File: config.mk
export PLATFORM = sky130hd
export DESIGN_NAME = lsu_decode
export DESIGN_NICKNAME = d
export VERILOG_FILES = /design/src/rtl/lsu_pkg.sv /design/src/rtl/lsu_decode.sv
export SDC_FILE = /design/constraint.sdc
export NUM_CORES = 1
export LEC_CHECK = 0
export BUFFER_PORTS_ARGS = -buffer_cell sky130_fd_sc_hd__buf_2
export CAP_MARGIN = 20
export CORE_ASPECT_RATIO = 2
export CORE_MARGIN = 5
export CORE_UTILIZATION = 29
export DETAILED_ROUTE_END_ITERATION = 7
export GPL_TIMING_DRIVEN = 0
export PLACE_DENSITY_LB_ADDON = 0.12
export SLEW_MARGIN = 30
export SYNTH_ARGS = -nofsm -noshare
export SYNTH_HDL_FRONTEND = slang
export SYNTH_SLANG_ARGS = --single-unit
File: constraint.sdc
create_clock -name vclk -period 1.4
set_clock_uncertainty 0.1 [all_clocks]
set_input_delay 0.07 -clock vclk [all_inputs]
set_output_delay 0.07 -clock vclk [all_outputs]
set_load 0.01 [all_outputs]
File: src/rtl/lsu_pkg.sv
// Package for the load/store unit: sizes, width codes, status codes
// and the access descriptor passed from decode to the pipeline.
// No dependencies.
package lsu_pkg;

  localparam int MEM_WORDS = 16384;
  localparam int IDX_W     = $clog2(MEM_WORDS);
  localparam int ADDR_W    = 32;
  localparam int DATA_W    = 32;
  localparam int OFFSET_W  = 12;
  localparam int WC_W      = 3;
  localparam int REG_W     = 5;
  localparam int BYTE_W    = 8;
  localparam int HALF_W    = 16;
  localparam int LANES     = DATA_W / BYTE_W;
  localparam int LANE_W    = $clog2(LANES);
  localparam int WIDX_W    = ADDR_W - LANE_W;

  localparam logic [WIDX_W-1:0] MEM_LIMIT = WIDX_W'(MEM_WORDS);

  localparam logic [WC_W-1:0] WC_BYTE  = 3'd0;
  localparam logic [WC_W-1:0] WC_HALF  = 3'd1;
  localparam logic [WC_W-1:0] WC_WORD  = 3'd2;
  localparam logic [WC_W-1:0] WC_BYTEU = 3'd4;
  localparam logic [WC_W-1:0] WC_HALFU = 3'd5;

  localparam logic CMD_LOAD  = 1'b0;
  localparam logic CMD_STORE = 1'b1;

  typedef enum logic [1:0] {
    ST_OK         = 2'd0,
    ST_MISALIGNED = 2'd1,
    ST_BAD_WIDTH  = 2'd2,
    ST_RANGE      = 2'd3
  } status_t;

  typedef enum logic [1:0] {
    SZ_NONE = 2'd0,
    SZ_BYTE = 2'd1,
    SZ_HALF = 2'd2,
    SZ_WORD = 2'd3
  } size_t;

  typedef struct packed {
    status_t           status;
    logic              reg_write;
    logic              mem_en;
    logic              mem_we;
    logic [LANES-1:0]  byte_en;
    logic [IDX_W-1:0]  idx;
    logic [DATA_W-1:0] wdata;
  } access_t;

endpackage

File: src/rtl/lsu_decode.sv
// Access decode: width check, alignment, range, byte enables, store lanes.
// Depends on lsu_pkg.
module lsu_decode (
  input  logic                   command,
  input  logic [lsu_pkg::ADDR_W-1:0] addr,
  input  logic [lsu_pkg::DATA_W-1:0] store_data,
  input  logic [lsu_pkg::WC_W-1:0]   width_code,
  output lsu_pkg::access_t       acc
);
  import lsu_pkg::*;

  size_t             size;
  logic [LANE_W-1:0] lane;
  logic              misaligned;
  logic              in_range;

  assign lane     = addr[LANE_W-1:0];
  assign in_range = addr[ADDR_W-1:LANE_W] < MEM_LIMIT;

  always_comb begin
    case (width_code)
      WC_BYTE, WC_BYTEU: size = SZ_BYTE;
      WC_HALF, WC_HALFU: size = SZ_HALF;
      WC_WORD:           size = SZ_WORD;
      default:           size = SZ_NONE;
    endcase
  end

  always_comb begin
    case (size)
      SZ_HALF: misaligned = lane[0];
      SZ_WORD: misaligned = lane != '0;
      default: misaligned = 1'b0;
    endcase
  end

  always_comb begin
    acc.idx       = addr[IDX_W+LANE_W-1:LANE_W];
    acc.reg_write = 1'b0;
    acc.mem_en    = 1'b0;
    acc.mem_we    = command == CMD_STORE;
    case (size)
      SZ_BYTE: begin
        acc.byte_en = LANES'(1) << lane;
        acc.wdata   = {LANES{store_data[BYTE_W-1:0]}};
      end
      SZ_HALF: begin
        acc.byte_en = lane[1] ? 4'b1100 : 4'b0011;
        acc.wdata   = {(LANES / 2){store_data[HALF_W-1:0]}};
      end
      default: begin
        acc.byte_en = '1;
        acc.wdata   = store_data;
      end
    endcase
    if (size == SZ_NONE) begin
      acc.status = ST_BAD_WIDTH;
    end else if (misaligned) begin
      acc.status    = ST_MISALIGNED;
      acc.reg_write = command == CMD_LOAD;
    end else if (!in_range) begin
      acc.status = ST_RANGE;
    end else begin
      acc.status    = ST_OK;
      acc.reg_write = command == CMD_LOAD;
      acc.mem_en    = 1'b1;
    end
  end

endmodule

==> results.py <==
metrics = {
    "die": {
        "ios": 123,
        "die_area_um2": 4170,
        "core_area_um2": 2770,
        "std_cell_rows": 27,
        "dieHeight_um": 86.4,
        "start_util": 0.306,
        "die_w_um": 48.2,
    },
    "global_routing": {
        "grt-ovfl-total": 0,
        "grt_pass1_vias": 1305,
        "grt_util_met2": 0.330,
        "use_met3": 0.0395,
        "grt_usage": 0.168,
        "met1_usage": 0.172,
        "top_usage_layer": "met2",
        "antenna_found_initial": 0,
        "grt_first_pass_wirelength_um": 5510,
        "grt_max_degree": 11,
    },
    "layout": {
        "fill_cells": 267,
        "design.seq.count": 0,
        "antenna_cells": 0,
        "drive_gt1_frac": 0.813,
        "nets": 315,
        "seqCellArea_um2": 0,
        "area_growth_pct": 112,
        "nClkBuffers": 0,
    },
    "logic_synthesis": {
        "yosysWarnings": 0,
        "yosysMostFrequentCell": "nand2_1",
        "synth_common_cells": "24 x nand2_1, 23 x buf_4, 17 x o21ai_0",
        "postSynthCellCount": 122,
        "yosysTopAreaCell": "buf_4",
        "synth-seq-area-share": 0,
        "synth.avg_cell_area_um2": 6.94,
        "synthTopCellsByArea": "buf_4 20%, nand2_1 11%, o21ai_0 10%",
        "synth_top_cell_area_share": 0.204,
        "syn_nets": 194,
        "syn_area_um2": 847,
        "synth_cell_types": 26,
    },
    "critical_path": {
        "slowest_delay_ns": 0.27,
        "cp_common_cell": "buf_6",
        "cp_max_fo": 8,
        "cp.arrival_ns": 1.42,
        "crit_path_top_delay_cell": "or2_4",
        "cp_data_required_time_ns": 1.23,
        "crit_chain": "buf_6 > nor3b_4 > nor2_4 > ha_4 > buf_6 > or2_4 > a22o_1 > buf_2",
        "cp-start-kind": "primary input",
        "end_kind": "output pin",
        "critical_path_class": "primary input to output pin",
    },
    "placed_design": {
        "dpl.hpwl_um": 3010,
        "place.gp.congestion": 0.732,
        "port_buffers": 109,
    },
    "sta": {
        "grt_setup_unrepaired": "yes",
        "slew_headroom": 0.834,
        "hold_ws_ns": 0.225,
        "max_clock_freq_ghz": 0.628,
        "period_share": 1.14,
        "hold_violations": 0,
        "setup_viol": 31,
        "setup_tns_ns": -3.81,
        "drv_slew": 0,
        "worst_pin_slew_ns": 0.247,
        "fin_crit_ns": 1.59,
        "worst_slack_ns": -0.192,
    },
    "drt": {
        "vias": 1291,
        "drc": 0,
        "ant_nets": 0,
        "wl_per_cell_um": 14.2,
        "via_per_inst": 4.78,
        "wirelength_um": 3840,
        "drt-pass1-iter-count": 4,
        "drt_first_iter_violations": 32,
    },
    "pwr": {
        "irDropWorstVdd_mv": 0.254,
        "power_leakage_uw": 0.000989,
        "power_density_nw_per_um2": 490,
    },
    "cts": {
        "cts_hold_buffers": 0,
    },
    "run_status": {
        "violations": "setup timing",
        "run_status": "finished with violations",
    },
    "flow_run": {
        "cap_viol_max_count": 0,
    },
    "hold_path": {
        "hp-class": "primary input to output pin",
    },
}
==> per-layer routing <==
metal | share of wire | routed length [um]
met3 | 0.14 | 541
met4 | 0 | 0
met5 | 0 | 0
met2 | 0.56 | 2170
met1 | 0.29 | 1130
==> final timing paths <==
kind / startpoint / endpoint / slack (ns) / cells after the start
setup / recovery: width_code[2] / acc[10] / -0.19 / 8
hold / removal: addr[11] / acc[41] / 0.22 / 2
==> power breakdown <==
part | switching (uW) | internal (uW) | total [uW]
Sequential | 0 | 0 | 0
Combinational | 420 | 462 | 882
Clock | 0 | 0 | 0
==> metrics by stage <==
| step | total power, uW | worst slack [ns] | instances | utilization | area [um2] |
|---|---|---|---|---|---|
| after CTS | 848 | -0.185 | 268 | 0.625 | 1730 |
| after global placement | 646 | -0.418 | 260 | 0.519 | 1440 |
| after global routing | 950 | -0.251 | 270 | 0.650 | 1800 |
| after floorplan | 355 | -0.102 | 122 | - | 856 |
| final | 882 | -0.192 | 270 | 0.650 | 1800 |
| after detailed placement | 649 | -0.451 | 260 | 0.519 | 1440 |
==> worst max-delay path, delay by kind of cell <==
| family | cells | cell delay (ns) |
|---|---|---|
| AO/OA/AOI/OAI | 1 | 0.19 |
| adder cells (fa/ha/maj) | 1 | 0.22 |
| AND/OR/NAND/NOR | 3 | 0.58 |
| buffers and inverters | 3 | 0.36 |
==> cells in the final DEF (no fill, tap or decap), types with 5 or more instances in the layout <==
cell	synthesis	layout
a22o_1	8	8
o21ai_1	1	9
buf_2	5	106
buf_4	23	29
o21ai_2	0	8
buf_8	0	5
nand2_2	0	12
a22oi_1	8	7
nand2_1	24	9
buf_6	1	8
==> cell type report <==
type               instances  area [um2]  share of cell area
well taps                 29        36.3              0.0202
inverters                  3        11.3             0.00626
repair buffers           121         708               0.394
multi-input cells         87         781               0.434
plain buffers             30         263               0.146
==> logic make-up (layout without fill, tap and decap cells) <==
| kind of cell | Yosys count | count (layout) | share of synthesized area |
|---|---|---|---|
| AOI/OAI and AO/OA | 43 | 43 | 0.349 |
| and+or+nand+nor | 40 | 40 | 0.319 |
| buffers and inverters | 35 | 154 | 0.273 |
| adders and majority gates | 4 | 4 | 0.0591 |
==> timing repair <==
| item | CTS | global route |
|---|---|---|
| endpoints found under the setup margin | 32 | 32 |
| cloned | 4 | 0 |
| pin swaps | 19 | 4 |
| buffers inserted | 6 | 2 |
| gates resized for setup | 63 | 16 |
Note: power is estimated with default switching activity, not from simulation.
