--- src/rtl/lsu_pkg.sv ---
// Package for the load/store unit: sizes, width codes, status codes
// and the access descriptor passed from decode to the pipeline.
// No dependencies.
package lsu_pkg;

  localparam int MEM_WORDS = 16384;
  localparam int IDX_W     = $clog2(MEM_WORDS);
  localparam int ADDR_W    = 32;
  localparam int DATA_W    = 32;
  localparam int OFFSET_W  = 12;
  localparam int WC_W      = 3;
  localparam int REG_W     = 5;
  localparam int BYTE_W    = 8;
  localparam int HALF_W    = 16;
  localparam int LANES     = DATA_W / BYTE_W;
  localparam int LANE_W    = $clog2(LANES);
  localparam int WIDX_W    = ADDR_W - LANE_W;

  localparam logic [WIDX_W-1:0] MEM_LIMIT = WIDX_W'(MEM_WORDS);

  localparam logic [WC_W-1:0] WC_BYTE  = 3'd0;
  localparam logic [WC_W-1:0] WC_HALF  = 3'd1;
  localparam logic [WC_W-1:0] WC_WORD  = 3'd2;
  localparam logic [WC_W-1:0] WC_BYTEU = 3'd4;
  localparam logic [WC_W-1:0] WC_HALFU = 3'd5;

  localparam logic CMD_LOAD  = 1'b0;
  localparam logic CMD_STORE = 1'b1;

  typedef enum logic [1:0] {
    ST_OK         = 2'd0,
    ST_MISALIGNED = 2'd1,
    ST_BAD_WIDTH  = 2'd2,
    ST_RANGE      = 2'd3
  } status_t;

  typedef enum logic [1:0] {
    SZ_NONE = 2'd0,
    SZ_BYTE = 2'd1,
    SZ_HALF = 2'd2,
    SZ_WORD = 2'd3
  } size_t;

  typedef struct packed {
    status_t           status;
    logic              reg_write;
    logic              mem_en;
    logic              mem_we;
    logic [LANES-1:0]  byte_en;
    logic [IDX_W-1:0]  idx;
    logic [DATA_W-1:0] wdata;
  } access_t;

endpackage

--- src/rtl/lsu_align.sv ---
// Load alignment: select the addressed lanes of the read word and extend; zero unless an OK load.
// Depends on lsu_pkg.
module lsu_align (
  input  logic [lsu_pkg::DATA_W-1:0] rdata,
  input  logic [lsu_pkg::LANE_W-1:0] lane,
  input  logic [lsu_pkg::WC_W-1:0]   width_code,
  input  lsu_pkg::status_t           status,
  input  logic                       reg_write,
  output logic [lsu_pkg::DATA_W-1:0] load_value
);
  import lsu_pkg::*;

  logic [DATA_W-1:0] shifted;
  logic [DATA_W-1:0] ext;

  assign shifted = rdata >> {lane, 3'b000};

  always_comb begin
    case (width_code)
      WC_BYTE:  ext = {{(DATA_W - BYTE_W){shifted[BYTE_W-1]}}, shifted[BYTE_W-1:0]};
      WC_BYTEU: ext = {{(DATA_W - BYTE_W){1'b0}}, shifted[BYTE_W-1:0]};
      WC_HALF:  ext = {{(DATA_W - HALF_W){shifted[HALF_W-1]}}, shifted[HALF_W-1:0]};
      WC_HALFU: ext = {{(DATA_W - HALF_W){1'b0}}, shifted[HALF_W-1:0]};
      default:  ext = shifted;
    endcase
  end

  assign load_value = (status == ST_OK && reg_write) ? ext : '0;

endmodule

--- config.mk ---
export PLATFORM = sky130hd
export DESIGN_NAME = lsu_align
export DESIGN_NICKNAME = d
export VERILOG_FILES = /design/src/rtl/lsu_pkg.sv /design/src/rtl/lsu_align.sv
export SDC_FILE = /design/constraint.sdc
export NUM_CORES = 1
export LEC_CHECK = 0
export ABC_CLOCK_PERIOD_IN_PS = 3250
export BUFFER_PORTS_ARGS = -buffer_cell sky130_fd_sc_hd__buf_2
export CORE_MARGIN = 2
export CORE_UTILIZATION = 42
export DETAILED_ROUTE_END_ITERATION = 8
export GPL_ROUTABILITY_DRIVEN = 0
export PLACE_DENSITY = 0.91
export SLEW_MARGIN = 5
export SYNTH_ARGS = -nofsm -noshare
export SYNTH_HDL_FRONTEND = slang
export SYNTH_SLANG_ARGS = --single-unit
--- constraint.sdc ---
create_clock -name vclk -period 3.25
set_input_delay 0.1625 -clock vclk [all_inputs]
set_output_delay 0.1625 -clock vclk [all_outputs]
set_load 0.05 [all_outputs]
==> run summary, run 1 <==
The completed layout was analyzed and its total power is 161 uW. By instance count, the cell type seen most on the critical path is buf_2. The post-cts gate resize count was 0. The total number of vias came out at 1153. The number of DRC violations after detailed routing was 0; the ratio of total power to cell area was 146 nW/um2.

After detailed routing, the total wire length is 2.83 mm. In this design, the stage delay of the slowest critical-path cell is 0.54 ns. First-iteration detailed-routing DRC count: 38.

The tools report the kind of capture point of the worst setup path as an output port. The count of port buffers added during placement is 72, and the quantity of hold-fixing buffers added after cts is 0. The first-pass GRT wire length was 4.16 mm. The count of unique library cells instantiated by Yosys came out at 26. The setup slack of the critical path after layout came out at 1.12 ns. The proportion of netlist area held by the largest area contributor was 0.139; the instance count on the critical path was 5. The initial antenna violation count came out at 0.

The vertical extent of the die is 46.5 um, and the layout net count is 211. The number of flip-flops and latches came out at 0. Dividing the detail-routed wire length by the instance count gives 14.6 um. The tightest slew margin relative to the limit came out at 0.539.

The cell with the biggest individual delay on the critical path was buf_2. The time the worst path needs with I/O delays and setup is 2.13 ns, and the buffers inserted during post-CTS setup optimization is 0. Counting the clock-network buffers in the layout gives 0. The first-pass detailed-route iteration total is 4. For the pin with the worst max-slew slack, the measured transition is 0.691 ns.

The run gives 988 as the via count of the first global-routing pass. Setup repair after global routing left no endpoint under its margin. After global routing the overflow that remains totals 0. The critical path class is in -> out. Before CTS, the worst setup slack after placement is 1.17 ns. The flow ran to the end, and the final reports show no timing, DRC or antenna violations. The peak supply drop is 85.3 uV.

The tools report the number of endpoints with negative hold slack in the final report as 0. Across the whole layout, storage elements account for 0 um2. Traced cell by cell, the critical path runs through buf_2 -> mux4_2 -> o22ai_4 -> o22ai_1 -> buf_2. Ranked by total cell area, the synthesized netlist is headed by a211oi_1 (14%), mux2_2 (12%), mux2i_1 (11%). Ratio of final minimum period to clock period: 0.655. The dominant delay contributor by cell family on the critical path is buffers and inverters. The final cell utilization of the core is 0.646, and the netlist area before placement is 758 um2. The number of antenna diodes was 0; the final count of negative-setup-slack endpoints was 0.

The run gives 15 as the number of core rows. The core area was 1710 um2; the initial cell density of the core was 0.444. Counting both buffers and inverters, the worst setup path holds a total of 2.

The count of nets left with antenna violations once routing finished came out at 0. The cell count after synthesis came out at 106. From left edge to right edge, the die measures 46.5 um.

The synthesized area divided by synthesized cell count is 7.15 um2, and the total global routing track utilization is 0.256. The cell count of the worst hold path was 4; the count of yosys warnings during synthesis was 0. Summed over all cells, the static leakage comes to 0.000552 uW. The worst hold-check path type is in -> out. During I/O placement, the number of pins put on the boundary was 72. The area growth from synthesis to layout was 45.5%; the fraction of layout cells with a size suffix above 1 was 0.509.

The maximum clock frequency was 470 MHz; the detailed-route vias per instance was 5.94. The max-slew violation count is 0, and the placed wire-length estimate is 2.14 mm. STA classifies the critical path startpoint as a primary input. The floorplan step defined a die boundary enclosing 2160 um2. Data required time at the worst endpoint: 3.09 ns.

Entering global routing, the biggest net connects 35 pins. The minimum hold slack is 0.778 ns. Along the worst path, the maximum fanout reaches 34. The synthesized design spends more area on one cell type than any other, namely a211oi_1. The tools report the post-synth net total as 146. The sequential share of the synthesized area came out at 0. Data arrives at the worst endpoint at 1.97 ns.

The tool flagged a number of max-cap violations equal to 0. For the final routed database, the setup TNS stands at 0 ns.
## cells in the mapped netlist (all sizes together)
library cell / count
nand2b: 1
o211ai: 1
and2: 1
mux2i: 8
nand3: 9
nand2: 2
clkbuf: 1
nor2b: 9
nor3: 8
o21ai: 8
buf: 10
nor3b: 2
mux2: 8
a221oi: 8
a211oi: 14
inv: 1
o22ai: 9
mux4: 1
clkinv: 1
nor2: 3
a21boi: 1
## per-stage QoR
step	cells	cell area [um2]
6_report	194	1100
5_1_grt	194	1100
4_1_cts	194	1100
3_5_place_dp	194	1100
3_3_place_gp	194	1100
2_1_floorplan	106	758
## worst paths after layout
check,endpoint,from
setup / recovery,load_value[19],lane[0]
hold / removal,load_value[24],rdata[24]
## logic make-up after synthesis
logic type      count (synthesis)  share of synthesized area
simple gates                   35                      0.254
compound gates                 41                      0.401
buf+inv                        13                     0.0907
mux                            17                      0.254
## worst min-delay path: stages
cell	delay [ns]
buf_2	0.12
nand3_1	0.06
o21ai_0	0.07
buf_2	0.21
## area by class of cell
cell class / count / area [um2]
multi-input cells: 93 / 689
repair buffers: 74 / 375
fillers: 141 / 604
well taps: 25 / 31.3
inverters: 2 / 7.51
## cells in the final DEF (no fill, tap or decap)
master,count
clkinv_1,1
nand2_1,2
nor3_1,8
a21boi_2,1
nor3b_1,1
mux2i_1,8
buf_4,2
buf_2,72
mux4_2,1
nor3b_2,1
o211ai_1,1
and2_1,1
inv_1,1
nand3_1,9
o21ai_0,8
a221oi_1,8
nand2b_1,1
a211oi_1,14
nor2_1,3
o22ai_1,8
o22ai_4,1
mux2_2,8
nor2b_1,9
## where the power goes
group / switching [uW] / internal (uW)
Combinational: 102 / 58.3
Clock: 0 / 0
Sequential: 0 / 0
Total: 102 / 58.3
## layer usage
metal,part of all wire,up-vias,global-route usage,routed length [um]
met3,0.11,2,0.0157,298
met1,0.39,511,0.337,1110
met4,0.0046,0,0.0686,13
met2,0.50,81,0.444,1410
li1,-,559,-,-
met5,0,-,0,0
(Power assumes the default switching activity.)
==> run 2: changes to the inputs <==
--- a/config.mk
+++ b/config.mk
@@ -5,13 +5,13 @@
 export SDC_FILE = /design/constraint.sdc
 export NUM_CORES = 1
 export LEC_CHECK = 0
-export ABC_CLOCK_PERIOD_IN_PS = 3250
+export ABC_CLOCK_PERIOD_IN_PS = 2200
 export BUFFER_PORTS_ARGS = -buffer_cell sky130_fd_sc_hd__buf_2
 export CORE_MARGIN = 2
-export CORE_UTILIZATION = 42
+export CORE_UTILIZATION = 39
 export DETAILED_ROUTE_END_ITERATION = 8
 export GPL_ROUTABILITY_DRIVEN = 0
-export PLACE_DENSITY = 0.91
+export PLACE_DENSITY = 0.85
 export SLEW_MARGIN = 5
 export SYNTH_ARGS = -nofsm -noshare
 export SYNTH_HDL_FRONTEND = slang
==> constraint.sdc (replaced) <==
create_clock -name vclk -period 2.2
set_input_delay 0.11 -clock vclk [all_inputs]
set_output_delay 0.11 -clock vclk [all_outputs]
set_load 0.05 [all_outputs]
==> run 2 against run 1 <==
  * Core utilization decreased by 1.9 points
  * Clock-buffer cell count unchanged
  * Largest cell class unchanged
  * First-iteration DRC count decreased by 16%
  * Critical endpoint is now load_value[30]
==> run summary, run 2 (synthesis results as in run 1) <==
The final standard cell count with taps included and fillers excluded was 196; the max-slew violation count was 0. The final cell utilization of the core was 0.627. The post-detailed-routing wire length was 2.79 mm; the ratio of total power to cell area was 214 nW/um2. Input and output buffers added on the ports amount to 72.

Sequential cells placed in the final layout were counted as 0. The run gives 930 as the via count of the first global-routing pass. The slew at the pin closest to its max-slew limit works out to 0.991 ns.

In the final layout, flip-flops and latches occupy 0 um2. Total global routing track utilization: 0.222. Timing analysis after detailed placement gives a worst setup slack of 0.286 ns. The ratio of final minimum period to clock period came out at 0.877. After the last flow step, the layout net total stands at 213. The finished cells cover 1120 um2. STA puts the critical path data required time at 2.09 ns. Once detail routing completed, the nets flagged for antenna violations numbered 0.

The vertical extent of the die is 48.1 um, and the total of max-cap violations is 0. Setup violations remaining at the end of the flow were counted as 0. The tightest slew margin relative to the limit came out at 0.336. The post-detailed-placement cell area was 1120 um2; the number of antenna diodes was 0. STA classifies the critical path startpoint as a primary input. Largest net degree at the start of global routing: 19. The worst hold-check path type was in -> out.

The fraction of layout cells with a size suffix above 1 is 0.515. Using the TritonRoute via totals, the vias-per-cell ratio works out to 5.91. STA puts the critical path data arrival time at 1.82 ns. The first global-routing pass estimated 3.85 mm of wire. In the routed design, unresolved DRC markers number 0. Setup repair after global routing left no endpoint under its margin.

For the count of pins on the block boundary, the log shows 72. The tools report the number of endpoints with negative hold slack in the final report as 0. The detailed router finished its first iteration with 32 violations.

The critical path in this run is classified as in -> out. In the post-route analysis, the smallest setup slack over all paths is 0.272 ns. The floorplan step defined a core boundary enclosing 1780 um2. In the layout the commonest cells are buf_2 (72), a211oi_1 (14), nor2b_1 (9), nand3_1 (9). After detailed routing, the average wire length per cell comes to 14.2 um. VDD sags by at most 92.6 uV.

Adding up every negative setup slack in the final design gives 0 ns. The area growth from synthesis to layout was 47.5%; the time the worst path needs with I/O delays and setup was 1.93 ns. Row generation in the floorplan step produced 15 rows.

Buffers added to address setup during post-CTS repair amount to 0. Once detailed placement completed, the half-perimeter wirelength came to 2.24 mm. Timing would allow up to 519 MHz. The run finished with clean final reports. The worst setup path is captured at an output port. The cell leakage power came out at 0.000563 uW. In this run the worst path has a maximum fanout of 17. The initial antenna violation count was 0; the post-cts gate resize count was 0. Clock buffers in the final layout number 0.

The initial cell density of the core is 0.425. For the total number of vias, the log shows 1158. The floorplan step defined a die boundary enclosing 2310 um2. In this run, post-CTS hold repair placed 0 buffers. The instance count after placement with tap cells included is 196, and the first-pass detailed-route iteration total is 4. Die outline width: 48.1 um.

Leaving out fill and tap cells, the most frequent cell in the layout is buf_2. The tools report the number of inserted filler cells in the final layout as 162. Summed over all layers, the global routing overflow is 0.
[run 2: power breakdown]
part,internal [uW],switching (uW),total (uW)
combinational,89.1,151,240
clock,0,0,0
sequential,0,0,0
total,89.1,151,240
[run 2: area by class of cell]
class,count,area [um2],area share
multi-input combinational,93,689,0.616
timing repair buffer,76,390,0.349
tap,25,31.3,0.0280
inverter,2,7.51,0.00671
[run 2: worst paths after layout]
path | startpoint | depth (start not counted) | end
max | lane[0] | 5 | load_value[30]
min | rdata[28] | 4 | load_value[28]
[run 2: through the flow]
step           total power, uW  hold slack [ns]
2_1_floorplan              166            0.573
3_3_place_gp               233            0.675
3_5_place_dp               237            0.676
4_1_cts                    238            0.678
5_1_grt                    255            0.695
6_report                   240            0.678
[run 2: worst max-delay path: stages]
cell and delay (ns):
buf_2 0.30, nor2b_1 0.09, o211ai_1 0.79, o21ai_0 0.25
buf_2 0.27
[run 2: routing by layer]
metal,part of all wire,global-route usage,vias up
li1,-,-,557
met4,0.016,0.0595,0
met1,0.41,0.288,531
met3,0.081,0.00370,7
met5,0,0,-
met2,0.49,0.403,63
==> run 3: changes to the inputs <==
--- a/config.mk
+++ b/config.mk
@@ -5,13 +5,14 @@
 export SDC_FILE = /design/constraint.sdc
 export NUM_CORES = 1
 export LEC_CHECK = 0
+export ABC_AREA = 1
 export ABC_CLOCK_PERIOD_IN_PS = 2200
 export BUFFER_PORTS_ARGS = -buffer_cell sky130_fd_sc_hd__buf_2
 export CORE_MARGIN = 2
-export CORE_UTILIZATION = 39
+export CORE_UTILIZATION = 44
 export DETAILED_ROUTE_END_ITERATION = 8
 export GPL_ROUTABILITY_DRIVEN = 0
-export PLACE_DENSITY = 0.85
+export PLACE_DENSITY = 0.84
 export SLEW_MARGIN = 5
 export SYNTH_ARGS = -nofsm -noshare
 export SYNTH_HDL_FRONTEND = slang
==> run 3 against run 2 <==
  * Synthesized cell count is 96% higher
  * Global-route usage is 1.6 points lower
  * Area after synthesis is 42% higher
  * Largest power group unchanged
  * Via count is 25% higher
  * First-iteration DRC count is 13% higher
  * Clock-buffer cell count stayed put
  * Critical path type unchanged
  * Total power is 13% higher
  * Highest routed layer unchanged
  * Non-clock buffer count is 1 lower
==> run summary, run 3 <==
The initial cell density of the core came out at 0.477. STA classifies the critical path startpoint as a primary input. The final layout contains a sequential cell count of 0. The sequential cell fraction of total power is 0, and the final cell utilization of the core is 0.596.

In the final layout, flip-flops and latches occupy 0 um2. For this run the aggregate overflow at the end of global routing stands at 0. The run gives 0 as the number of DRC violations after detailed routing. The first-pass detailed-route iteration total was 4; the die outline width was 53.5 um. The die covers 2860 um2. In the layout the commonest cells are nand2_1 (86), buf_2 (72), nand3_1 (24), a21oi_1 (24). In this run the remaining antenna-violating nets after routing total 0.

The switching share of total power is 0.685, and the count of pins on the block boundary is 72. The via count of the first global-routing pass was 1114. Proportion of netlist area held by the largest area contributor: 0.300. The run finished with clean final reports. Entering global routing, the biggest net connects 41 pins. The placed wire-length estimate was 2.35 mm; the buffers inserted during post-CTS setup optimization was 0. The endpoint arrival time on the critical path came out at 1.47 ns. STA puts the critical path data required time at 2.09 ns. The number of endpoints with negative hold slack in the final report was 0. The count of buffers added on input and output ports is 72.

For the quantity of hold-fixing buffers added after cts, the log shows 0. The slew at the pin closest to its max-slew limit was 0.360 ns; the number of core rows was 17. The tightest slew margin relative to the limit was 0.760; the vertical extent of the die was 53.5 um.

The largest individual stage delay along the critical path comes from the cell buf_2. Across all hold checks on the routed design, the worst slack comes to 0.635 ns. On the worst path, the slowest cell contributes a delay of 0.25 ns. Broken down by cell family, the worst path's largest delay share belongs to simple AND/OR/NAND/NOR gates.

Sorting the synthesized cells by area gives the leading types as nand2_1 (30%), a21oi_1 (11%), nand3_1 (11%). The net count of the finished layout is 307. By count the netlist is led by nand2_1 (86), a21oi_1 (24), nand3_1 (24), inv_2 (11), nand2_2 (11). Final count of negative-setup-slack endpoints: 0. The first-pass GRT wire length was 4.60 mm; the ratio of total power to cell area was 202 nW/um2.

The core area came out at 2250 um2. The part of the power in the clock network came out at 0. The number of antenna diodes in the final layout is 0. For this run, the number of Yosys warnings is 0. The number of buffers and inverters on the critical path is 4.

The time the worst path needs with I/O delays and setup was 1.58 ns; the cell count of the worst hold path was 4. After synthesis, the mean cell area works out to 5.17 um2. The internal portion of the total power is 85.4 uW. The max-slew violation count is 0, and the area growth from synthesis to layout is 24.9%. Along the worst path, the maximum fanout reaches 40. For the count of unique library cells instantiated by Yosys, the log shows 21. The ratio of final minimum period to clock period was 0.720. After layout, the clock buffer instance count stands at 0. Traced cell by cell, the critical path runs through buf_2 -> inv_6 -> nand2_1 -> nand3_2 -> nand3_4 -> nand3_4 -> nand2_1 -> inv_1 -> buf_2. IR analysis of the VDD net gives a maximum drop of 126 uV. The first-iteration detailed-routing DRC count was 36; the fraction of layout cells with a size suffix above 1 was 0.404. Synthesis handed over a netlist of 208 instances. The cell leakage power is 0.000878 uW. The synthesized netlist occupies a cell area of 1080 um2. For the final routed database, the setup TNS stands at 0 ns. The post-synth net total came out at 248. Summed over all layers, the routed wires come to 2.99 mm. The detailed-route vias per instance is 4.93, and the maximum clock frequency is 631 MHz. The kind of capture point of the worst setup path was an output port.

The synthesized design spends more area on one cell type than any other, namely nand2_1. In this run the power spent charging and discharging nets is 186 uW. Total of max-cap violations: 0. The critical path crosses 9 cells after its start point.

The post-cts gate resize count is 0, and the total global routing track utilization is 0.206. The part of the total power dissipated in combinational logic is 1.000. The initial antenna violation count was 0; the number of inserted filler cells in the final layout was 259. Setup repair after global routing left no endpoint under its margin. The routed wirelength normalized by instance count was 10.2 um. For the sequential share of the synthesized area, the log shows 0. The commonest non-fill, non-tap cell in the layout is nand2_1.

The worst setup path is of the in -> out kind. Yosys instantiated no cell more often than nand2_1. The total number of vias is 1445. The tightest min-delay check is of the in -> out type.
## run 3: path summary, 6_finish.rpt
check                     from        endpoint  slack (ns)
worst max-delay path   lane[0]  load_value[18]        0.62
worst min-delay path  rdata[1]   load_value[1]        0.63
## run 3: power by group through the flow
stage	Combinational [uW]	Clock, uW	Sequential (uW)
after global routing	298	0	0
after global placement	269	0	0
after detailed placement	270	0	0
final	271	0	0
after CTS	271	0	0
after floorplan	215	0	0
## run 3: layer usage
layer	wire length, um	GRT usage	share of wire
met4	14	0.0128	0.0047
met5	0	0	0
met3	239	0.00565	0.080
met1	1330	0.277	0.45
met2	1400	0.377	0.47
## run 3: cells by family (layout without fill, tap and decap cells)
logic type / after synthesis / count (layout) / share of synthesized area
buffers and inverters: 38 / 95 / 0.221
and+or+nand+nor: 132 / 132 / 0.578
AOI/OAI and AO/OA: 38 / 38 / 0.201
## run 3: per-stage QoR
| stage | setup slack [ns] | instances | power, uW | area [um2] |
|---|---|---|---|---|
| finish | 0.615 | 293 | 271 | 1340 |
| global route | 0.454 | 293 | 298 | 1340 |
| CTS | 0.620 | 293 | 271 | 1340 |
| detailed placement | 0.620 | 293 | 270 | 1340 |
| global placement | 0.660 | 293 | 269 | 1340 |
| floorplan | 0.582 | 208 | 215 | 1080 |
## run 3: final cells by class
cell class,instances,area [um2],area share
Timing Repair Buffer,75,383,0.285
Tap cell,28,35.0,0.0261
Multi-Input combinational cell,170,838,0.624
Inverter,20,87.6,0.0652
